===== src/rtl/bdeq_pkg.sv =====
`default_nettype none
// ----------------------------------------------------------------------------
// Bounded deque package
// Shared types, field widths and codes for the bounded deque with search.
// ----------------------------------------------------------------------------
package bdeq_pkg;

  // Field widths of the request and response beats.
  localparam int unsigned OpcodeW = 3;
  localparam int unsigned WordW   = 32;
  localparam int unsigned StatusW = 2;
  localparam int unsigned PosW    = 7;

  typedef logic [OpcodeW-1:0]       opcode_t;
  typedef logic signed [WordW-1:0]  word_t;
  typedef logic [PosW-1:0]          pos_t;

  // Opcodes as they arrive on the request channel.
  localparam opcode_t OP_INS_FRONT = 3'd0;
  localparam opcode_t OP_INS_BACK  = 3'd1;
  localparam opcode_t OP_DEL_FRONT = 3'd2;
  localparam opcode_t OP_DEL_BACK  = 3'd3;
  localparam opcode_t OP_SEARCH    = 3'd4;
  localparam opcode_t OP_DISPLAY   = 3'd5;

  // Response status codes.
  typedef enum logic [StatusW-1:0] {
    ST_OK    = 2'd0,
    ST_EMPTY = 2'd1,
    ST_FULL  = 2'd2,
    ST_MISS  = 2'd3
  } status_e;

  // Decoded command kinds passed from the front end to the back end.
  typedef enum logic [2:0] {
    CMD_INS_FRONT = 3'd0,
    CMD_INS_BACK  = 3'd1,
    CMD_DEL_FRONT = 3'd2,
    CMD_DEL_BACK  = 3'd3,
    CMD_SEARCH    = 3'd4,
    CMD_DISPLAY   = 3'd5
  } cmd_kind_e;

  typedef struct packed {
    cmd_kind_e kind;
    word_t     value;
  } cmd_t;

endpackage
`default_nettype wire


===== src/rtl/bdeq_if.sv =====
`default_nettype none
// ----------------------------------------------------------------------------
// Bounded deque channel interfaces
// Valid/ready channels for request beats and response beats.
// ----------------------------------------------------------------------------

// Request channel: one operation per beat.
interface bdeq_req_if;
  import bdeq_pkg::*;

  logic    valid;
  logic    ready;
  opcode_t opcode;
  word_t   value;

  modport source (output valid, output opcode, output value, input ready);
  modport sink   (input valid, input opcode, input value, output ready);
endinterface

// Response channel: one result per beat.
interface bdeq_rsp_if;
  import bdeq_pkg::*;

  logic               valid;
  logic               ready;
  logic [StatusW-1:0] status;
  word_t              data;
  pos_t               position;
  logic               last;

  modport source (output valid, output status, output data, output position,
                  output last, input ready);
  modport sink   (input valid, input status, input data, input position,
                  input last, output ready);
endinterface
`default_nettype wire


===== src/rtl/bdeq_ram.sv =====
`default_nettype none
// ----------------------------------------------------------------------------
// Bounded deque RAM
// Generic single-write, single-read RAM with a registered read port.
// ----------------------------------------------------------------------------
module bdeq_ram #(
  parameter int unsigned WIDTH = 32,
  parameter int unsigned DEPTH = 16
) (
  input  wire logic                     clk_i,
  input  wire logic                     we_i,
  input  wire logic [$clog2(DEPTH)-1:0] waddr_i,
  input  wire logic [WIDTH-1:0]         wdata_i,
  input  wire logic                     re_i,
  input  wire logic [$clog2(DEPTH)-1:0] raddr_i,
  output logic      [WIDTH-1:0]         rdata_o
);

  logic [WIDTH-1:0] mem_q [DEPTH];

  // Write port.
  always_ff @(posedge clk_i) begin
    if (we_i) begin
      mem_q[waddr_i] <= wdata_i;
    end
  end

  // Registered read port; the output holds while no read is issued.
  always_ff @(posedge clk_i) begin
    if (re_i) begin
      rdata_o <= mem_q[raddr_i];
    end
  end

endmodule
`default_nettype wire


===== src/rtl/bdeq_front.sv =====
`default_nettype none
// ----------------------------------------------------------------------------
// Bounded deque front end
// Accepts request beats, decodes the opcode and forwards valid commands.
// ----------------------------------------------------------------------------
module bdeq_front (
  bdeq_req_if.sink           req_i,
  output logic               cmd_valid_o,
  input  wire logic          cmd_ready_i,
  output bdeq_pkg::cmd_t     cmd_o
);
  import bdeq_pkg::*;

  logic op_ok;

  // Decode the opcode; unused opcodes are taken and dropped.
  always_comb begin
    op_ok       = 1'b1;
    cmd_o.kind  = CMD_INS_FRONT;
    cmd_o.value = req_i.value;
    unique case (req_i.opcode)
      OP_INS_FRONT: cmd_o.kind = CMD_INS_FRONT;
      OP_INS_BACK:  cmd_o.kind = CMD_INS_BACK;
      OP_DEL_FRONT: cmd_o.kind = CMD_DEL_FRONT;
      OP_DEL_BACK:  cmd_o.kind = CMD_DEL_BACK;
      OP_SEARCH:    cmd_o.kind = CMD_SEARCH;
      OP_DISPLAY:   cmd_o.kind = CMD_DISPLAY;
      default:      op_ok      = 1'b0;
    endcase
  end

  assign cmd_valid_o = req_i.valid && op_ok;
  assign req_i.ready = !op_ok || cmd_ready_i;

endmodule
`default_nettype wire


===== src/rtl/bdeq_cmdq.sv =====
`default_nettype none
// ----------------------------------------------------------------------------
// Bounded deque command queue
// Two-entry queue that decouples the front end from the back end.
// ----------------------------------------------------------------------------
module bdeq_cmdq (
  input  wire logic            clk_i,
  input  wire logic            rst_ni,
  input  wire logic            push_valid_i,
  output logic                 push_ready_o,
  input  bdeq_pkg::cmd_t       push_cmd_i,
  output logic                 pop_valid_o,
  input  wire logic            pop_i,
  output bdeq_pkg::cmd_t       pop_cmd_o
);
  import bdeq_pkg::*;

  cmd_t       slot_q [2];
  logic       wr_ptr_q, wr_ptr_d;
  logic       rd_ptr_q, rd_ptr_d;
  logic [1:0] count_q, count_d;
  logic       push, pop;

  assign push_ready_o = (count_q != 2'd2);
  assign pop_valid_o  = (count_q != 2'd0);
  assign pop_cmd_o    = slot_q[rd_ptr_q];

  assign push = push_valid_i && push_ready_o;
  assign pop  = pop_i && pop_valid_o;

  // Pointer and fill bookkeeping.
  always_comb begin
    wr_ptr_d = push ? ~wr_ptr_q : wr_ptr_q;
    rd_ptr_d = pop  ? ~rd_ptr_q : rd_ptr_q;
    count_d  = count_q;
    if (push && !pop) begin
      count_d = count_q + 2'd1;
    end else if (pop && !push) begin
      count_d = count_q - 2'd1;
    end
  end

  always_ff @(posedge clk_i or negedge rst_ni) begin
    if (!rst_ni) begin
      wr_ptr_q <= 1'b0;
      rd_ptr_q <= 1'b0;
      count_q  <= 2'd0;
    end else begin
      wr_ptr_q <= wr_ptr_d;
      rd_ptr_q <= rd_ptr_d;
      count_q  <= count_d;
    end
  end

  // Entry storage.
  always_ff @(posedge clk_i) begin
    if (push) begin
      slot_q[wr_ptr_q] <= push_cmd_i;
    end
  end

endmodule
`default_nettype wire


===== src/rtl/bdeq_back.sv =====
`default_nettype none
// ----------------------------------------------------------------------------
// Bounded deque back end
// Holds the ring state and entry RAM, executes commands and drives results.
// ----------------------------------------------------------------------------
module bdeq_back #(
  parameter int unsigned DEPTH = 16
) (
  input  wire logic          clk_i,
  input  wire logic          rst_ni,
  input  wire logic          cmd_valid_i,
  output logic               cmd_pop_o,
  input  bdeq_pkg::cmd_t     cmd_i,
  bdeq_rsp_if.source         rsp_o
);
  import bdeq_pkg::*;

  localparam int unsigned IdxW = $clog2(DEPTH);
  localparam int unsigned CntW = $clog2(DEPTH + 1);
  localparam int unsigned SumW = IdxW + 1;

  typedef enum logic [1:0] {
    S_IDLE = 2'b01,
    S_WALK = 2'b10
  } state_e;

  state_e          state_q, state_d;
  logic [IdxW-1:0] front_q, front_d;
  logic [CntW-1:0] fill_q, fill_d;
  logic [IdxW-1:0] idx_q, idx_d;
  word_t           key_q, key_d;
  logic            disp_q, disp_d;

  logic            out_valid_q;
  status_e         status_q;
  word_t           data_q;
  pos_t            position_q;
  logic            last_q;

  logic            load;
  status_e         ld_status;
  word_t           ld_data;
  pos_t            ld_position;
  logic            ld_last;

  logic            we, re;
  logic [IdxW-1:0] waddr, raddr;
  word_t           rdata;
  logic            out_free, full, empty, at_last;
  logic [IdxW-1:0] front_dec, front_inc, slot_fill;
  logic [IdxW-1:0] idx_next;

  // Ring slot that lies off places behind base, with one wrap correction.
  function automatic logic [IdxW-1:0] ring_slot(input logic [IdxW-1:0] base,
                                                input logic [SumW-1:0] off);
    logic [SumW-1:0] s;
    s = {1'b0, base} + off;
    if (s >= SumW'(DEPTH)) begin
      s = s - SumW'(DEPTH);
    end
    return s[IdxW-1:0];
  endfunction

  bdeq_ram #(
    .WIDTH (WordW),
    .DEPTH (DEPTH)
  ) u_ram (
    .clk_i   (clk_i),
    .we_i    (we),
    .waddr_i (waddr),
    .wdata_i (cmd_i.value),
    .re_i    (re),
    .raddr_i (raddr),
    .rdata_o (rdata)
  );

  // Occupancy flags and neighbor indexes.
  assign out_free  = !out_valid_q || rsp_o.ready;
  assign full      = (fill_q == CntW'(DEPTH));
  assign empty     = (fill_q == '0);
  assign front_dec = (front_q == '0) ? IdxW'(DEPTH - 1) : front_q - 1'b1;
  assign front_inc = (front_q == IdxW'(DEPTH - 1)) ? '0 : front_q + 1'b1;
  assign slot_fill = ring_slot(front_q, SumW'(fill_q));
  assign idx_next  = idx_q + 1'b1;
  assign at_last   = ((SumW'(idx_q) + 1'b1) == SumW'(fill_q));

  // Command execution and the entry walk for search and display.
  always_comb begin
    state_d     = state_q;
    front_d     = front_q;
    fill_d      = fill_q;
    idx_d       = idx_q;
    key_d       = key_q;
    disp_d      = disp_q;
    cmd_pop_o   = 1'b0;
    we          = 1'b0;
    waddr       = slot_fill;
    re          = 1'b0;
    raddr       = ring_slot(front_q, SumW'(idx_next));
    load        = 1'b0;
    ld_status   = ST_OK;
    ld_data     = '0;
    ld_position = '0;
    ld_last     = 1'b1;

    unique case (state_q)
      S_IDLE: begin
        if (cmd_valid_i && out_free) begin
          cmd_pop_o = 1'b1;
          load      = 1'b1;
          unique case (cmd_i.kind)
            CMD_INS_FRONT: begin
              if (full) begin
                ld_status = ST_FULL;
              end else begin
                front_d = front_dec;
                we      = 1'b1;
                waddr   = front_dec;
                fill_d  = fill_q + 1'b1;
              end
            end
            CMD_INS_BACK: begin
              if (full) begin
                ld_status = ST_FULL;
              end else begin
                we     = 1'b1;
                fill_d = fill_q + 1'b1;
              end
            end
            CMD_DEL_FRONT: begin
              if (empty) begin
                ld_status = ST_EMPTY;
              end else begin
                front_d = front_inc;
                fill_d  = fill_q - 1'b1;
              end
            end
            CMD_DEL_BACK: begin
              if (empty) begin
                ld_status = ST_EMPTY;
              end else begin
                fill_d = fill_q - 1'b1;
              end
            end
            CMD_SEARCH, CMD_DISPLAY: begin
              if (empty) begin
                ld_status = ST_EMPTY;
              end else begin
                // Start the walk at the front entry; results come later.
                load    = 1'b0;
                re      = 1'b1;
                raddr   = front_q;
                idx_d   = '0;
                key_d   = cmd_i.value;
                disp_d  = (cmd_i.kind == CMD_DISPLAY);
                state_d = S_WALK;
              end
            end
            default: begin
              load = 1'b0;
            end
          endcase
        end
      end

      S_WALK: begin
        // The read data belongs to entry idx_q; it holds while stalled.
        if (out_free) begin
          if (disp_q) begin
            load    = 1'b1;
            ld_data = rdata;
            ld_last = at_last;
            if (at_last) begin
              state_d = S_IDLE;
            end else begin
              re    = 1'b1;
              idx_d = idx_next;
            end
          end else if (rdata == key_q) begin
            load        = 1'b1;
            ld_position = PosW'(idx_q) + 1'b1;
            state_d     = S_IDLE;
          end else if (at_last) begin
            load      = 1'b1;
            ld_status = ST_MISS;
            state_d   = S_IDLE;
          end else begin
            re    = 1'b1;
            idx_d = idx_next;
          end
        end
      end

      default: begin
        state_d = S_IDLE;
      end
    endcase
  end

  // Control state.
  always_ff @(posedge clk_i or negedge rst_ni) begin
    if (!rst_ni) begin
      state_q     <= S_IDLE;
      front_q     <= '0;
      fill_q      <= '0;
      out_valid_q <= 1'b0;
    end else begin
      state_q <= state_d;
      front_q <= front_d;
      fill_q  <= fill_d;
      if (load) begin
        out_valid_q <= 1'b1;
      end else if (rsp_o.ready) begin
        out_valid_q <= 1'b0;
      end
    end
  end

  // Walk context and the response payload.
  always_ff @(posedge clk_i) begin
    idx_q  <= idx_d;
    key_q  <= key_d;
    disp_q <= disp_d;
    if (load) begin
      status_q   <= ld_status;
      data_q     <= ld_data;
      position_q <= ld_position;
      last_q     <= ld_last;
    end
  end

  assign rsp_o.valid    = out_valid_q;
  assign rsp_o.status   = status_q;
  assign rsp_o.data     = data_q;
  assign rsp_o.position = position_q;
  assign rsp_o.last     = last_q;

endmodule
`default_nettype wire


===== src/rtl/bounded_deque_with_search.sv =====
`default_nettype none
// ----------------------------------------------------------------------------
// Bounded deque with search
// Double-ended queue of signed 32-bit words with search and display.
// ----------------------------------------------------------------------------
// Each request beat carries one operation; a front end decodes it and drops
// opcodes 6 and 7 without a response, and a two-entry command queue feeds the
// back end, which holds the ring state and a DEPTH-word entry RAM. Inserts and
// deletes give one response beat each. Search reads one entry per cycle while
// the response channel does not stall, through the single RAM read port, up
// to the first hit (position counted from 1 at the front) or a miss. Display
// gives one beat per stored entry, front to back, one per cycle while not
// stalled, with last set on the final beat. Deletes, search or display on an
// empty store, or inserts into a full one, give one beat with matching status.
// Back-pressure on the response channel stalls the back end in place; the
// request channel keeps taking beats until the command queue fills.
// ----------------------------------------------------------------------------
module bounded_deque_with_search #(
  parameter int unsigned DEPTH = 16
) (
  input  wire logic   clk_i,
  input  wire logic   rst_ni,
  bdeq_req_if.sink    req_i,
  bdeq_rsp_if.source  rsp_o
);
  import bdeq_pkg::*;

  logic fe_valid, fe_ready;
  cmd_t fe_cmd;
  logic be_valid, be_pop;
  cmd_t be_cmd;

  bdeq_front u_front (
    .req_i       (req_i),
    .cmd_valid_o (fe_valid),
    .cmd_ready_i (fe_ready),
    .cmd_o       (fe_cmd)
  );

  bdeq_cmdq u_cmdq (
    .clk_i        (clk_i),
    .rst_ni       (rst_ni),
    .push_valid_i (fe_valid),
    .push_ready_o (fe_ready),
    .push_cmd_i   (fe_cmd),
    .pop_valid_o  (be_valid),
    .pop_i        (be_pop),
    .pop_cmd_o    (be_cmd)
  );

  bdeq_back #(
    .DEPTH (DEPTH)
  ) u_back (
    .clk_i       (clk_i),
    .rst_ni      (rst_ni),
    .cmd_valid_i (be_valid),
    .cmd_pop_o   (be_pop),
    .cmd_i       (be_cmd),
    .rsp_o       (rsp_o)
  );

endmodule
`default_nettype wire

===== src/flat_wrapper.sv =====
// flat-port wrapper written by rule: the top's interface ports become plain ports
module bounded_deque_with_search_flat import bdeq_pkg::*;
#(
  parameter int unsigned DEPTH = 16
)
  (clk_i, rst_ni, req_i_valid, req_i_opcode, req_i_value, req_i_ready, rsp_o_valid, rsp_o_status, rsp_o_data, rsp_o_position, rsp_o_last, rsp_o_ready);
  bdeq_req_if req_i_i ();
  bdeq_rsp_if rsp_o_i ();
  input  wire logic clk_i;
  input  wire logic rst_ni;
  input wire logic [$bits(req_i_i.valid)-1:0] req_i_valid;
  input wire logic [$bits(req_i_i.opcode)-1:0] req_i_opcode;
  input wire logic [$bits(req_i_i.value)-1:0] req_i_value;
  output wire logic [$bits(req_i_i.ready)-1:0] req_i_ready;
  output wire logic [$bits(rsp_o_i.valid)-1:0] rsp_o_valid;
  output wire logic [$bits(rsp_o_i.status)-1:0] rsp_o_status;
  output wire logic [$bits(rsp_o_i.data)-1:0] rsp_o_data;
  output wire logic [$bits(rsp_o_i.position)-1:0] rsp_o_position;
  output wire logic [$bits(rsp_o_i.last)-1:0] rsp_o_last;
  input wire logic [$bits(rsp_o_i.ready)-1:0] rsp_o_ready;
  assign req_i_i.valid = req_i_valid;
  assign req_i_i.opcode = req_i_opcode;
  assign req_i_i.value = req_i_value;
  assign req_i_ready = req_i_i.ready;
  assign rsp_o_valid = rsp_o_i.valid;
  assign rsp_o_status = rsp_o_i.status;
  assign rsp_o_data = rsp_o_i.data;
  assign rsp_o_position = rsp_o_i.position;
  assign rsp_o_last = rsp_o_i.last;
  assign rsp_o_i.ready = rsp_o_ready;
  bounded_deque_with_search #(.DEPTH(DEPTH)) u_core (.clk_i(clk_i), .rst_ni(rst_ni), .req_i(req_i_i), .rsp_o(rsp_o_i));
endmodule

===== config.mk =====
export PLATFORM = sky130hd
export DESIGN_NAME = bounded_deque_with_search_flat
export DESIGN_NICKNAME = d
export VERILOG_FILES = /design/src/rtl/bdeq_pkg.sv /design/src/rtl/bdeq_if.sv /design/src/rtl/bdeq_ram.sv /design/src/rtl/bdeq_front.sv /design/src/rtl/bdeq_cmdq.sv /design/src/rtl/bdeq_back.sv /design/src/rtl/bounded_deque_with_search.sv /design/src/flat_wrapper.sv
export SDC_FILE = /design/constraint.sdc
export NUM_CORES = 1
export LEC_CHECK = 0
export BUFFER_PORTS_ARGS = -buffer_cell sky130_fd_sc_hd__buf_2
export CAP_MARGIN = 15
export CORE_ASPECT_RATIO = 2
export CORE_MARGIN = 2
export CORE_UTILIZATION = 62
export CTS_BUF_LIST = sky130_fd_sc_hd__clkbuf_8 sky130_fd_sc_hd__clkbuf_16
export DETAILED_ROUTE_END_ITERATION = 6
export PLACE_DENSITY = 0.79
export REMOVE_ABC_BUFFERS = 1
export SLEW_MARGIN = 40
export SYNTH_ARGS = -nofsm -noshare
export SYNTH_HDL_FRONTEND = slang
export SYNTH_HIERARCHICAL = 1
export SYNTH_SLANG_ARGS = --single-unit

===== constraint.sdc =====
create_clock -name clk_i -period 7.4 [get_ports clk_i]
set_input_delay 0.74 -clock clk_i [delete_from_list [all_inputs] [get_ports clk_i]]
set_output_delay 0.74 -clock clk_i [all_outputs]
set_load 0.05 [all_outputs]

# ---- Word-level counts from Yosys, hierarchy flattened
# Memories as Yosys holds them, arrays and structs flattened. A register that Yosys moved wholly into a read port is not among the register bits.
# Index checks and enable logic that the tools add are counted.
dict set report totals {
  regBits 95
  latch_bits 0
  ram_bits 582
  mem_bits_ro 0
  inputBits 39
  output_inout_bits 44
  wordCells 173
  n_memories 2
}
dict set report op_classes {
  n_addsub 13
  n_mul 0
  n_div 0
  order_cmp 2
  n_eq_ne 26
  shift 0
  mux 75
  bitwise_logic 6
  reduce_logical 35
}
# name depth word_bits read_ports rd_clocked_by_memory_dff write_ports line_no
set memory_table {}
lappend memory_table {u_core.u_back.u_ram.mem_q 16 32 1 1 1 bdeq_ram.sv:19} ;# logic [WIDTH-1:0] mem_q [DEPTH];
lappend memory_table {u_core.u_cmdq.slot_q 2 35 1 0 1 bdeq_cmdq.sv:18} ;# cmd_t slot_q [2];
# op count
set ops {}
lappend ops {{4-bit two-way mux} 21}
lappend ops {{32-bit equality test} 1}
lappend ops {{2-bit two-way mux} 15}
lappend ops {{1-bit two-way mux} 27}
lappend ops {{2-bit inequality test, second input constant} 8}
lappend ops {{4-bit one-hot mux with 2 select lines} 2}
lappend ops {{3-bit one-hot mux with 5 select lines} 1}
lappend ops {{3-bit by 2-bit equality test with 1-bit output, second input constant} 4}
lappend ops {{3-bit equality test, second input constant} 4}
lappend ops {{2-bit one-hot mux with 2 select lines} 3}
lappend ops {{2-bit nonzero test} 6}
lappend ops {{4-bit OR reduction} 3}
lappend ops {{4-bit by 1-bit subtractor with 4-bit output, second input constant} 3}
lappend ops {{4-bit by 1-bit adder with 5-bit output, second input constant} 2}
lappend ops {{5-bit >= comparator, second input constant} 2}
lappend ops {{5-bit two-way mux} 2}
lappend ops {{5-bit one-hot mux with 2 select lines} 1}
lappend ops {{5-bit AND reduction} 2}
lappend ops {{4-bit by 1-bit adder with 4-bit output, second input constant} 2}
lappend ops {{4-bit AND reduction} 2}
lappend ops {{3-bit by 1-bit equality test with 1-bit output, second input constant} 2}
lappend ops {{1-bit logical AND} 6}
lappend ops {{3-bit logical NOT} 2}
lappend ops {{1-bit inverter} 6}
lappend ops {{other kinds (22)} 30}

# ---- Depth between registers and ports, before layout
dict set report depth {
  word_depth 9
  mapped_depth 14
}

# ---- Hierarchy
# Netlist, hierarchy kept.
# module n_inst cells_per_inst area_per_inst_um2 seq_area_each_um2
set modules_own_cells {}
lappend modules_own_cells {bdeq_ram 1 838 20155.6 16335.7}
lappend modules_own_cells {bdeq_back 1 353 4450.5 2613.8}
lappend modules_own_cells {bdeq_cmdq 1 127 2870.3 2202.1}
lappend modules_own_cells {bdeq_front 1 42 314.1 0.0}

# ---- Worst setup path before layout
# OpenSTA, ideal clock, no wires.
dict set report synth_path {
  kind {input-to-reg}
  start {input port rsp_o_ready}
  end {memory u_core.u_back.u_ram.mem_q[0][0], enable pin}
  setup_ps 461
  t_arrival_ps 4391
  t_required_ps 6939
  path_slack_ps 2548
  path_stages 8
  path_buffers 1
  path_cell_list {nand2b_2 and3_1 clkbuf_1 nand4b_1 nand2_1 o21ai_0 or3b_2 nor3_1}
}
# item line_no
set synth_rtl {}
lappend synth_rtl {{from (decl)} flat_wrapper.sv:20} ;# input wire logic [$bits(rsp_o_i.ready)-1:0] rsp_o_ready;
lappend synth_rtl {{1-bit logical OR} bdeq_back.sv:78} ;# assign out_free = !out_valid_q || rsp_o.ready;
lappend synth_rtl {{1-bit logical AND} bdeq_back.sv:108} ;# if (cmd_valid_i && out_free) begin
lappend synth_rtl {{4-bit two-way mux} bdeq_back.sv:108}
lappend synth_rtl {{4-bit two-way mux} bdeq_back.sv:106} ;# unique case (state_q)
lappend synth_rtl {{named net u_core.u_back.waddr[2]} bdeq_back.sv:47} ;# logic [IdxW-1:0] waddr, raddr;
lappend synth_rtl {{to (decl)} bdeq_ram.sv:19}
# The timed path passes the listed nets, and every way through them passes these cells.

# ---- Worst setup path in the final report
dict set report layout_path {
  start {register u_core.u_back.fill_q[0]}
  end {register u_core.u_back.u_ram.rdata_o[11] (read register of u_core.u_back.u_ram.mem_q) (data pin)}
}
# item line_no
set layout_rtl {}
lappend layout_rtl {{from (decl)} bdeq_back.sv:29} ;# logic [CntW-1:0] fill_q, fill_d;
lappend layout_rtl {{from (signal assigned)} bdeq_back.sv:210} ;# fill_q <= fill_d;
lappend layout_rtl {{5-bit logical NOT} bdeq_back.sv:80} ;# assign empty = (fill_q == '0);
lappend layout_rtl {{4-bit two-way mux} bdeq_back.sv:146} ;# if (empty) begin
lappend layout_rtl {{4-bit two-way mux} bdeq_back.sv:111} ;# unique case (cmd_i.kind)
lappend layout_rtl {{4-bit two-way mux} bdeq_back.sv:108}
lappend layout_rtl {{4-bit two-way mux} bdeq_back.sv:106}
lappend layout_rtl {{named net u_core.u_back.raddr[0]} bdeq_back.sv:47}
lappend layout_rtl {{to (decl)} bdeq_ram.sv:16} ;# output logic [WIDTH-1:0] rdata_o
# The timed path passes the listed nets, and every way through them passes these cells.
# A chain may end at the register's enable or synchronous reset.

==> reports/results.txt <==
largest family of logic cells by synthesized area -> multiplexers
number of remaining DRC errors -> 2
ANT cells -> 0
Yosys cell types -> 57
share of post-route cells with drive strength above 1 -> 26.4%
YS warnings -> 6
Crit. End Element -> flip-flop
synthesis-to-finish area growth -> 10.4%
Crit Path Category -> flip-flop to flip-flop
CP startpoint kind -> flip-flop
grt ovf -> 0
Worst EP required -> 7.74 ns
Post-synth ARST share -> 2.26%
Routed Antenna Nets -> 0
row count -> 109
Cell Area, Synth -> 27800 sq um
Final Hold Viols -> 0
H-tree depth -> 2
WHS -> 0.0728 ns
Max-cap violations -> 0
via count -> 13700
Synth Area per Inst -> 20.4 sq um
hpwl dp -> 32400 um
worst skew pair latency -> 0.61 ns
CORE AREA -> 44200 sq um
synthesized flop and latch total -> 707
RSZ-0062 raised after global routing -> false
Inserted Clock Buffers -> 56
Post-synth EDFFs -> 691
Avg WL per Cell -> 31.1 um
worst reg2reg path depth -> 9
Clock Skew -> 0.0234 ns
CP arrival -> 4.35 ns
# setup viols final -> 0
top cells by area, synth -> edfxtp_1 (75%), mux4_2 (10%), a22oi_1 (1.8%)
Worst-Margin Slew -> 0.847 ns
area leader, netlist -> edfxtp_1
worst min-delay path class -> input pin to asynchronous set/reset pin
1st-iter DRT viols -> 1507
Slew Viols, Final -> 0
I/O pin count -> 83
# nets final -> 1500
Placer Congestion -> 0.879
PortBufs -> 80
Rel. slew slack -> 43.5%
antenna violations before repair -> 0
outcome -> finished with violations
clk root buf -> clkbuf_16
Global Route Usage Sum -> 27.6%
failing checks -> DRC
FF-to-FF Start -> u_core/u_back/fill_q[0]$_DFFE_PN0P_
R2R setup slack -> 3.38 ns
die area -> 46600 sq um
most frequent cell after synthesis -> edfxtp_1
Setup WS post-layout -> 3.38 ns
post-synthesis compound-gate area fraction -> 3.05%
Die X -> 154 um
Starting Density -> 62.9%
main flop type after synthesis -> edfxtp_1
clk slew on worst S/H paths -> 0.07 ns
post-synth top area share -> 74.7%
Post-CTS Setup Inserts -> 0
adder-cell share of the synthesized area -> 1.07%
end of the worst register-to-register path -> u_core/u_back/u_ram/rdata_o[11]$_DFFE_PP_
Simple-Gate Fraction of Synth Area -> 3.22%
Fmax -> 249 MHz
Pre-Repair DR Iteration Count -> 7
post-route minimum period -> 4.02 ns
Clock Tree Buf Depth -> 3
Routed WL -> 63500 um
Hold Buf Count CTS -> 0
pre-CTS setup slack -> 3.43 ns
XOR/XNOR share of the synthesized area -> 1.76%
largest net degree at the start of global routing -> 129
Post-synth top cells -> edfxtp_1 (691), mux4_2 (128), a22oi_1 (65)
Post-CTS Resized -> 0
mux cell area share after synthesis -> 12.5%
global-route wire length before repair -> 92300 um
vias in the first global route -> 14300
vias per cell -> 6.70
crit path max fanout -> 88
clk sinks -> 707
final period utilization -> 54.3%
Finished Core Util -> 69.4%
Seq/Total Area, Yosys -> 76.1%
Vert. Die Dim -> 303 um
Syn Inst Count -> 1360
TritonCTS clock tree -> done
Filler cells -> 2672
-- area by class of cell --
type | instances | area [sq um] | area share [%]
Clock buffer | 60 | 1460 | 4.75
Clock inverter | 46 | 468 | 1.53
Inverter | 18 | 67.6 | 0.220
Multi-Input combinational cell | 546 | 6190 | 20.2
Sequential cell | 707 | 21200 | 68.9
Tap cell | 555 | 694 | 2.26
Timing Repair Buffer | 110 | 654 | 2.13
-- critical path, stage by stage (launching register included) --
cell	delay, ns
dfrtp_1	0.49
or4_4	0.59
o2111ai_2	0.28
or2_1	0.48
nand2_1	0.18
o21ai_4	0.11
buf_12	0.52
mux4_2	0.59
a22oi_1	0.25
nand2_1	0.08
-- how the worst max path moves through the flow --
stage | from | end | slack [ns]
2_1_floorplan | u_core/u_cmdq/rd_ptr_q$_DFFE_PN0P_ | u_core/u_back/u_ram/rdata_o[0]$_DFFE_PP_ | -12.69
3_3_place_gp | u_core/u_back/fill_q[1]$_DFFE_PN0P_ | u_core/u_back/u_ram/rdata_o[0]$_DFFE_PP_ | 3.46
3_5_place_dp | u_core/u_back/fill_q[0]$_DFFE_PN0P_ | u_core/u_back/u_ram/rdata_o[0]$_DFFE_PP_ | 3.43
4_1_cts | u_core/u_cmdq/rd_ptr_q$_DFFE_PN0P_ | u_core/u_back/u_ram/rdata_o[5]$_DFFE_PP_ | 3.38
5_1_grt | u_core/u_cmdq/rd_ptr_q$_DFFE_PN0P_ | u_core/u_back/u_ram/rdata_o[0]$_DFFE_PP_ | 3.15
6_report | u_core/u_back/fill_q[0]$_DFFE_PN0P_ | u_core/u_back/u_ram/rdata_o[11]$_DFFE_PP_ | 3.38
-- cells by family (layout without fill, tap and decap cells) --
logic type / after synthesis / count (layout)
AND/OR/NAND/NOR: 176 / 176
other: 1 / 2
adder cells (fa/ha/maj): 22 / 22
flip-flops: 707 / 707
AO/OA/AOI/OAI: 119 / 119
XOR/XNOR: 56 / 56
buffers and inverters: 108 / 234
multiplexers: 171 / 171
-- per-stage QoR --
stage	TNS, ns	instance area [sq um]	cells
final	0	30700	2042
after global routing	0	30700	2042
after CTS	0	30700	2042
after detailed placement	0	28800	1936
after global placement	0	28700	1936
after floorplan	-406.10	27200	1271
-- cells in the final DEF, fill, tap and decap left out, types with 4 or more instances in the layout --
| master | instances |
|---|---|
| mux2_2 | 9 |
| clkbuf_8 | 4 |
| o21ai_0 | 16 |
| inv_1 | 32 |
| dfrtp_1 | 14 |
| nor2_4 | 14 |
| mux2_4 | 29 |
| a21o_1 | 6 |
| buf_2 | 80 |
| xnor2_1 | 49 |
| nand3_1 | 7 |
| a22oi_1 | 65 |
| nand2b_1 | 7 |
| and2_1 | 36 |
| xor2_1 | 7 |
| mux2i_1 | 5 |
| edfxtp_1 | 691 |
| ha_1 | 19 |
| nand2_1 | 54 |
| nor3_2 | 5 |
| nor2b_1 | 5 |
| a21oi_1 | 13 |
| clkinv_1 | 8 |
| buf_4 | 27 |
| bufinv_16 | 9 |
| clkbuf_16 | 56 |
| mux4_2 | 128 |
| nor2_1 | 18 |
| clkinv_2 | 9 |
| nand4_1 | 8 |
-- state kept, by name, indices dropped and copies added, names as in the netlist, 4 cells and up --
register,count
u_core/u_cmdq/slot_q,70
u_core/u_back/front_q,4
u_core/u_back/fill_q,5
u_core/u_back/idx_q,4
u_core/u_back/rsp_o.data,32
u_core/u_back/key_q,32
u_core/u_back/u_ram/rdata_o,32
u_core/u_back/rsp_o.position,5
u_core/u_back/u_ram/mem_q,512
-- per-layer routing --
metal  GRT usage (%)  part of all wire [%]
met3            3.93                   7.9
met2            49.4                    54
met5               0                     0
met4            13.0                   4.9
met1            33.1                    33
Power is left out: the tool's default activity adds up to more than one toggle a clock period on the data nets, which glitch-free logic cannot reach.
